[config.mk]
export PLATFORM = sky130hd
export DESIGN_NAME = decayed_window_average
export DESIGN_NICKNAME = d
export VERILOG_FILES = /design/src/dwa_pkg.sv /design/src/decayed_window_average.sv /design/src/dwa_datapath.sv /design/src/dwa_ctrl.sv
export SDC_FILE = /design/constraint.sdc
export NUM_CORES = 2
export LEC_CHECK = 0
export ABC_CLOCK_PERIOD_IN_PS = 17200
export BUFFER_PORTS_ARGS = -buffer_cell sky130_fd_sc_hd__buf_2
export CAP_MARGIN = 20
export CORE_ASPECT_RATIO = 0.6
export CORE_MARGIN = 5
export CORE_UTILIZATION = 55
export DETAILED_ROUTE_END_ITERATION = 8
export HOLD_SLACK_MARGIN = 0.02
export PLACE_DENSITY = 0.71
export REMOVE_ABC_BUFFERS = 1
export SLEW_MARGIN = 40
export SYNTH_ARGS = -nofsm -noshare
export SYNTH_HDL_FRONTEND = slang
export SYNTH_SLANG_ARGS = --single-unit
export TNS_END_PERCENT = 5
[constraint.sdc]
create_clock -name clk_i -period 17.2 [get_ports clk_i]
set_clock_uncertainty 0.2 [all_clocks]
set_input_delay 1.72 -clock clk_i [delete_from_list [all_inputs] [get_ports clk_i]]
set_output_delay 1.72 -clock clk_i [all_outputs]
set_load 0.03 [all_outputs]
[src/dwa_pkg.sv]
// Shared types, constants and command/status structs of the decayed window average block.
package dwa_pkg;

  localparam int WINDOW_MAX  = 16;
  localparam int SAMPLE_BITS = 16;
  localparam int IDX_W       = $clog2(WINDOW_MAX);
  localparam int FILL_W      = 5;
  localparam int WEIGHT_W    = 16;
  localparam int FRAC_BITS   = 15;
  localparam int PROD_W      = SAMPLE_BITS + WEIGHT_W + 1;
  localparam int ACC_W       = PROD_W + IDX_W;
  localparam int MAG_W       = ACC_W - FRAC_BITS;
  localparam int DCNT_W      = $clog2(MAG_W);
  localparam int CFG_W       = 16;
  localparam int CFG_IDX_W   = 1;

  localparam logic [WEIGHT_W-1:0]  Q_ONE      = WEIGHT_W'(1 << FRAC_BITS);
  localparam logic [FILL_W-1:0]    FILL_MAX   = FILL_W'(WINDOW_MAX);
  localparam logic [DCNT_W-1:0]    DIV_LAST   = DCNT_W'(MAG_W - 1);
  localparam logic [MAG_W-1:0]     POS_LIMIT  = MAG_W'((1 << (SAMPLE_BITS - 1)) - 1);
  localparam logic [MAG_W-1:0]     NEG_LIMIT  = MAG_W'(1 << (SAMPLE_BITS - 1));

  localparam logic [CFG_IDX_W-1:0] REG_WINDOW_LENGTH = CFG_IDX_W'(0);
  localparam logic [CFG_IDX_W-1:0] REG_DECAY         = CFG_IDX_W'(1);

  localparam logic CMD_MEASURE = 1'b0;
  localparam logic CMD_CLEAR   = 1'b1;

  typedef struct packed {
    logic                          command;
    logic signed [SAMPLE_BITS-1:0] sample;
  } in_word_t;

  typedef struct packed {
    logic signed [SAMPLE_BITS-1:0] average;
    logic [FILL_W-1:0]             held;
  } out_word_t;

  // Commands from the controller to the datapath.
  typedef struct packed {
    logic load;
    logic mac_step;
    logic flush;
    logic prep;
    logic div_step;
    logic finish;
  } dwa_cmd_t;

  // Status from the datapath to the controller.
  typedef struct packed {
    logic empty;
    logic mac_last;
    logic div_last;
  } dwa_status_t;

endpackage

[src/decayed_window_average.sv]
// Top level of the decayed window average block.
// Each input word either pushes a signed sample into a window of up to 16 newest samples or
// clears the window; each produces one result word with the decay-weighted average and the
// number of samples held. An item passes a start state, one multiply-accumulate per held sample
// (none for an empty window or a clear, which go straight to the output load), a flush state
// and a divider setup state, then a restoring divider that yields one quotient bit per cycle,
// and a final state that loads the output register; it waits while an earlier result is unread.
// One item is processed at a time; a new word is taken as soon as the previous result has been
// moved into the output register, even while that result still waits to be read.
module decayed_window_average (
  input  logic                          clk_i,
  input  logic                          rst_ni,
  input  logic                          cfg_we_i,
  input  logic [dwa_pkg::CFG_IDX_W-1:0] cfg_index_i,
  input  logic [dwa_pkg::CFG_W-1:0]     cfg_data_i,
  input  logic                          in_valid_i,
  output logic                          in_ready_o,
  input  dwa_pkg::in_word_t             in_word_i,
  output logic                          out_valid_o,
  input  logic                          out_ready_i,
  output dwa_pkg::out_word_t            out_word_o
);
  import dwa_pkg::*;

  dwa_cmd_t    cmd;
  dwa_status_t status;

  dwa_ctrl u_ctrl (
    .clk_i       (clk_i),
    .rst_ni      (rst_ni),
    .in_valid_i  (in_valid_i),
    .in_ready_o  (in_ready_o),
    .out_valid_o (out_valid_o),
    .out_ready_i (out_ready_i),
    .status_i    (status),
    .cmd_o       (cmd)
  );

  dwa_datapath u_datapath (
    .clk_i       (clk_i),
    .rst_ni      (rst_ni),
    .cfg_we_i    (cfg_we_i),
    .cfg_index_i (cfg_index_i),
    .cfg_data_i  (cfg_data_i),
    .in_word_i   (in_word_i),
    .cmd_i       (cmd),
    .status_o    (status),
    .out_word_o  (out_word_o)
  );

endmodule

[src/dwa_datapath.sv]
// Datapath: configuration, sample history, serial weighted sum and serial divider.
module dwa_datapath (
  input  logic                              clk_i,
  input  logic                              rst_ni,
  input  logic                              cfg_we_i,
  input  logic [dwa_pkg::CFG_IDX_W-1:0]     cfg_index_i,
  input  logic [dwa_pkg::CFG_W-1:0]         cfg_data_i,
  input  dwa_pkg::in_word_t                 in_word_i,
  input  dwa_pkg::dwa_cmd_t                 cmd_i,
  output dwa_pkg::dwa_status_t              status_o,
  output dwa_pkg::out_word_t                out_word_o
);
  import dwa_pkg::*;

  logic [FILL_W-1:0]             wl_q;
  logic [WEIGHT_W-1:0]           decay_q;
  logic signed [SAMPLE_BITS-1:0] hist_q [WINDOW_MAX];
  logic [FILL_W-1:0]             fill_q, fill_d;
  logic [IDX_W-1:0]              k_q;
  logic [WEIGHT_W-1:0]           w_q;
  logic signed [PROD_W-1:0]      prod_q;
  logic                          prod_v_q;
  logic signed [ACC_W-1:0]       acc_q;
  logic                          neg_q;
  logic [MAG_W-1:0]              quot_q;
  logic [FILL_W-1:0]             rem_q;
  logic [DCNT_W-1:0]             dcnt_q;
  out_word_t                     res_q;

  logic [FILL_W-1:0]             len;
  logic [FILL_W-1:0]             fill_inc;
  logic [WEIGHT_W-1:0]           dsat;
  logic [2*WEIGHT_W-1:0]         w_prod;
  logic signed [PROD_W-1:0]      mult;
  logic [ACC_W-1:0]              acc_abs;
  logic [FILL_W:0]               trial;
  logic                          qbit;
  logic signed [SAMPLE_BITS-1:0] avg;

  // Configuration registers.
  always_ff @(posedge clk_i or negedge rst_ni) begin
    if (!rst_ni) begin
      wl_q    <= FILL_MAX;
      decay_q <= Q_ONE;
    end else if (cfg_we_i) begin
      case (cfg_index_i)
        REG_WINDOW_LENGTH: wl_q    <= cfg_data_i[FILL_W-1:0];
        REG_DECAY:         decay_q <= cfg_data_i[WEIGHT_W-1:0];
        default: ;
      endcase
    end
  end

  always_comb begin
    len      = (wl_q > FILL_MAX) ? FILL_MAX : wl_q;
    fill_inc = (fill_q < FILL_MAX) ? fill_q + FILL_W'(1) : fill_q;
    fill_d   = fill_q;
    if (cmd_i.load) begin
      if (in_word_i.command == CMD_CLEAR) begin
        fill_d = '0;
      end else begin
        fill_d = (fill_inc > len) ? len : fill_inc;
      end
    end
  end

  always_ff @(posedge clk_i or negedge rst_ni) begin
    if (!rst_ni) begin
      fill_q <= '0;
    end else begin
      fill_q <= fill_d;
    end
  end

  // History shift register, newest sample at index 0.
  always_ff @(posedge clk_i) begin
    if (cmd_i.load && in_word_i.command == CMD_MEASURE) begin
      hist_q[0] <= in_word_i.sample;
      for (int i = 1; i < WINDOW_MAX; i++) begin
        hist_q[i] <= hist_q[i-1];
      end
    end
  end

  // One sample times weight per cycle; the weight power advances alongside.
  always_comb begin
    dsat   = (decay_q > Q_ONE) ? Q_ONE : decay_q;
    w_prod = w_q * dsat;
    mult   = hist_q[k_q] * $signed({1'b0, w_q});
  end

  always_ff @(posedge clk_i or negedge rst_ni) begin
    if (!rst_ni) begin
      prod_v_q <= 1'b0;
    end else if (cmd_i.load || cmd_i.flush) begin
      prod_v_q <= 1'b0;
    end else if (cmd_i.mac_step) begin
      prod_v_q <= 1'b1;
    end
  end

  always_ff @(posedge clk_i) begin
    if (cmd_i.load) begin
      k_q   <= '0;
      w_q   <= Q_ONE;
      acc_q <= '0;
    end else begin
      if (cmd_i.mac_step) begin
        k_q    <= k_q + IDX_W'(1);
        w_q    <= w_prod[FRAC_BITS +: WEIGHT_W];
        prod_q <= mult;
      end
      if ((cmd_i.mac_step || cmd_i.flush) && prod_v_q) begin
        acc_q <= acc_q + ACC_W'(prod_q);
      end
    end
  end

  // Restoring divider: |acc| >> 15 divided by the count, one quotient bit per cycle.
  always_comb begin
    acc_abs = acc_q[ACC_W-1] ? ACC_W'(-acc_q) : ACC_W'(acc_q);
    trial   = {rem_q, quot_q[MAG_W-1]};
    qbit    = (trial >= {1'b0, fill_q});
  end

  always_ff @(posedge clk_i) begin
    if (cmd_i.prep) begin
      neg_q  <= acc_q[ACC_W-1];
      quot_q <= acc_abs[ACC_W-1:FRAC_BITS];
      rem_q  <= '0;
      dcnt_q <= '0;
    end else if (cmd_i.div_step) begin
      rem_q  <= qbit ? FILL_W'(trial - {1'b0, fill_q}) : trial[FILL_W-1:0];
      quot_q <= {quot_q[MAG_W-2:0], qbit};
      dcnt_q <= dcnt_q + DCNT_W'(1);
    end
  end

  always_comb begin
    if (fill_q == '0) begin
      avg = '0;
    end else if (neg_q) begin
      avg = (quot_q > NEG_LIMIT) ? $signed(NEG_LIMIT[SAMPLE_BITS-1:0])
                                 : $signed(-quot_q[SAMPLE_BITS-1:0]);
    end else begin
      avg = (quot_q > POS_LIMIT) ? $signed(POS_LIMIT[SAMPLE_BITS-1:0])
                                 : $signed(quot_q[SAMPLE_BITS-1:0]);
    end
  end

  always_ff @(posedge clk_i) begin
    if (cmd_i.finish) begin
      res_q.average <= avg;
      res_q.held    <= fill_q;
    end
  end

  assign status_o.empty    = (fill_q == '0);
  assign status_o.mac_last = ({1'b0, k_q} == FILL_W'(fill_q - FILL_W'(1)));
  assign status_o.div_last = (dcnt_q == DIV_LAST);
  assign out_word_o        = res_q;

`ifndef SYNTHESIS
  a_fill_bound: assert property (@(posedge clk_i) disable iff (!rst_ni)
    fill_q <= FILL_MAX) else $error("fill count above window maximum");
  a_mac_index: assert property (@(posedge clk_i) disable iff (!rst_ni)
    cmd_i.mac_step |-> ({1'b0, k_q} < fill_q)) else $error("history index past fill");
  a_rem_bound: assert property (@(posedge clk_i) disable iff (!rst_ni)
    cmd_i.div_step |-> (rem_q < fill_q)) else $error("divider remainder out of range");
`endif

endmodule

[src/dwa_ctrl.sv]
// Controller: sequences load, multiply-accumulate, divide and result handoff.
module dwa_ctrl (
  input  logic                  clk_i,
  input  logic                  rst_ni,
  input  logic                  in_valid_i,
  output logic                  in_ready_o,
  output logic                  out_valid_o,
  input  logic                  out_ready_i,
  input  dwa_pkg::dwa_status_t  status_i,
  output dwa_pkg::dwa_cmd_t     cmd_o
);
  import dwa_pkg::*;

  localparam logic [2:0] S_IDLE  = 3'd0;
  localparam logic [2:0] S_START = 3'd1;
  localparam logic [2:0] S_MAC   = 3'd2;
  localparam logic [2:0] S_FLUSH = 3'd3;
  localparam logic [2:0] S_PREP  = 3'd4;
  localparam logic [2:0] S_DIV   = 3'd5;
  localparam logic [2:0] S_FIN   = 3'd6;

  logic [2:0] state_q, state_d;
  logic       out_valid_q, out_valid_d;
  logic       slot_free;

  assign slot_free  = !out_valid_q || out_ready_i;
  assign in_ready_o = (state_q == S_IDLE);

  always_comb begin
    state_d     = state_q;
    out_valid_d = out_valid_q && !out_ready_i;
    cmd_o       = '0;
    case (state_q)
      S_IDLE: begin
        if (in_valid_i) begin
          cmd_o.load = 1'b1;
          state_d    = S_START;
        end
      end
      S_START: begin
        state_d = status_i.empty ? S_FIN : S_MAC;
      end
      S_MAC: begin
        cmd_o.mac_step = 1'b1;
        if (status_i.mac_last) begin
          state_d = S_FLUSH;
        end
      end
      S_FLUSH: begin
        cmd_o.flush = 1'b1;
        state_d     = S_PREP;
      end
      S_PREP: begin
        cmd_o.prep = 1'b1;
        state_d    = S_DIV;
      end
      S_DIV: begin
        cmd_o.div_step = 1'b1;
        if (status_i.div_last) begin
          state_d = S_FIN;
        end
      end
      S_FIN: begin
        if (slot_free) begin
          cmd_o.finish = 1'b1;
          out_valid_d  = 1'b1;
          state_d      = S_IDLE;
        end
      end
      default: state_d = S_IDLE;
    endcase
  end

  always_ff @(posedge clk_i or negedge rst_ni) begin
    if (!rst_ni) begin
      state_q     <= S_IDLE;
      out_valid_q <= 1'b0;
    end else begin
      state_q     <= state_d;
      out_valid_q <= out_valid_d;
    end
  end

  assign out_valid_o = out_valid_q;

`ifndef SYNTHESIS
  a_accept_starts: assert property (@(posedge clk_i) disable iff (!rst_ni)
    in_valid_i && in_ready_o |=> state_q == S_START) else $error("accepted word not started");
  a_finish_slot: assert property (@(posedge clk_i) disable iff (!rst_ni)
    cmd_o.finish |-> slot_free) else $error("result overwrote a pending word");
  a_one_cmd: assert property (@(posedge clk_i) disable iff (!rst_ni)
    $onehot0(cmd_o)) else $error("more than one datapath command");
`endif

endmodule

==> results.md <==
- Post-synth EDFFs: 333
- Maximum achievable frequency: 105 MHz
- Number of global-route vias before repair: 24700
- Total setup buffers inserted after CTS: 0
- Final non-filler cell total: 4140
- Clock transition at path regs: 0.07 ns
- Detailed Route WL: 84500 microns
- Yosys top cell by area: edfxtp_1
- MaxCap Viol Count: 0
- CTS buffer count: 44
- Cell area after synthesis: 35800 sq um
- Count leader, synth: inv_1
- WS Path Type: register to register
- Antenna cells: 0
- Setup total negative slack: 0 ns
- Seq/Total Area, Yosys: 0.341
- CP required: 17.36 ns
- Yosys cell types: 74
- Placed Area: 37000 sq um
- Total gr overflow: 0
- Prevailing post-synth register cell: edfxtp_1
- H-tree depth: 2
- Drt initial violations: 2070
- #FFs+latches synth: 435
- Buf+Inv Stages, Crit Path: 5
- Hold Crit Class: register to register
- Vias per cell: 5.79
- DR WL/cell: 20.4 microns
- Slowest CP cell: dfxtp_4
- Ranking of synthesized cells by area: edfxtp_1, fa_1, ha_1
- Cell class contributing the biggest share of worst-path delay: adder cells
- DP Cell Count: 4064
- Measured slew at the worst slew-check pin: 0.833 ns
- CTS max path bufs: 3
- Syn avg cell area: 11.0 sq um
- Final hold violations: 0
- Slew HR: 0.444
- Crit path time final: 9.51 ns
- Crit path max fanout: 34
- Hold_buf cts: 0
- Min-delay src: u_datapath.hist_q[8][13]$_DFFE_PP_
- DRC viols: 0
- Core Box Area: 64500 sq um
- Status: finished, final reports clean
- CTS sink cnt: 435
- CTS tree: yes
- Total track usage: 0.242
- Nature of the critical path startpoint: register
- Total die area: 70500 sq um
- Final Util: 0.596
- Period utilization: 0.553
- Final #Nets: 3957
- Die Y: 208 microns
- Clock root cell: clkbuf_16
- Critical Path Max Stage Delay: 0.78 ns
- Post-DRT Antenna Nets: 0
- RSZ-0062 raised after global routing: no
- # IOs: 62
- Initial core utilization: 0.555
- R2R setup slack: 7.69 ns
- Gate Count Post-Synth: 3257
- Global-route wire length before repair: 136000 microns
- I/O Buffers: 61
- Cell repeated most along the worst path: fa_1
- Async S/R FF share, synth: 0.0713
- DRT Pass-1 Iters: 5
- Initial antenna violation count: 5
- Num rows: 72
- Worst-Skew Late Latency: 0.61 ns
- Layout cells sized above 1: 0.0921
- Yosys warnings: 0
- Area delta synth->final: 7.36%
- Die width: 339 microns
- Final Max Slew Viols: 0
- Final setup violation count: 0
- Dpl hpwl: 61500 microns
- Via count: 24000
- Post_cts resized: 0
- Final Cell Area: 38500 sq um
- Synth top area share: 0.279
- Gp weighted congestion: 0.904
- Largest net degree at the start of global routing: 94
- Post-synth top cells: inv_1, fa_1, nand2_1
- Critical path endpoint category: register
- Arr. time, crit path: 9.67 ns
[through the flow]
stage / hold slack, ns / setup WS (ns)
finish: 0.238 / 7.69
detailed placement: 0.229 / 7.52
CTS: 0.240 / 7.51
global placement: 0.226 / 7.74
global route: 0.248 / 7.11
floorplan: 0.221 / 7.16
[state kept, by name, summed over array words and instances (netlist names), 3 cells and up, named ones only]
register and cells:
u_datapath.w_q 16, u_ctrl.state_q 3, u_datapath.decay_q 16, u_datapath.dcnt_q 5, u_datapath.k_q 4, u_datapath.prod_q 33
u_datapath.fill_q 5, u_datapath.wl_q 5, u_datapath.out_word_o 21, u_datapath.acc_q 37, u_datapath.rem_q 5, u_datapath.hist_q 256
u_datapath.quot_q 22
[cell type report]
class,instances,area (sq um)
timing repair buffer,98,597
clock buffer,54,1160
clock inverter,22,303
sequential,435,12200
inverter,486,1830
multi-input combinational,2194,21300
tap,851,1060
fill,5203,26000
[metal layers]
metal,GRT usage,wire (microns),up-vias
met5,0,13,-
met4,0.0433,1290,2
met2,0.360,36800,978
met3,0.0598,8710,113
met1,0.366,37700,12100
li1,-,-,10800
[final timing paths]
kind,cells after the start,endpoint
max reg2reg,25,u_datapath.prod_q[29]$_DFFE_PP_
max in group asynchronous,1,u_datapath.wl_q[4]$_DFFE_PN1P_
min,0,u_datapath.hist_q[9][13]$_DFFE_PP_
min in group asynchronous,1,u_datapath.prod_v_q$_DFFE_PN0P_
max,25,u_datapath.prod_q[29]$_DFFE_PP_
min reg2reg,0,u_datapath.hist_q[9][13]$_DFFE_PP_
[cell usage in the layout (no fill, tap or decap), types with 12 or more instances in the layout]
cell type,count
edfxtp_1,333
nand3_1,21
nand2_1,372
or3_1,14
a21o_1,45
dfrtp_1,29
nor2b_1,30
o21ai_0,86
fa_1,388
nor3_1,20
nand4_1,15
xor2_1,54
ha_1,271
nor4_1,12
buf_4,35
a31oi_1,23
inv_1,483
mux4_2,79
a21oi_1,137
buf_2,60
xnor2_1,60
dfxtp_1,59
nand2b_1,13
clkbuf_16,44
mux2_2,22
nor2_1,101
and2_1,271
[kinds of logic after synthesis]
logic type                 count (synthesis)  share of synthesized area
AOI/OAI and AO/OA                        385                     0.0656
xor gates and xnor gates                 114                     0.0279
adders and majority gates                659                      0.311
buffers and inverters                    628                     0.0661
DFF                                      435                      0.341
muxes                                    111                     0.0594
and+or+nand+nor                          925                      0.129
[worst register-to-register path: cells and delay by family, from the launching register on]
family	cells	cell delay, ns
flops	1	0.78
xor+xnor	1	0.09
buf+inv	5	0.86
simple gates	3	0.82
fa+ha+maj	7	3.27
mux	2	1.31
compound gates	7	1.94
Power is not shown: default switching activity piles up to over one toggle a cycle in this logic, so the estimate is an artifact.
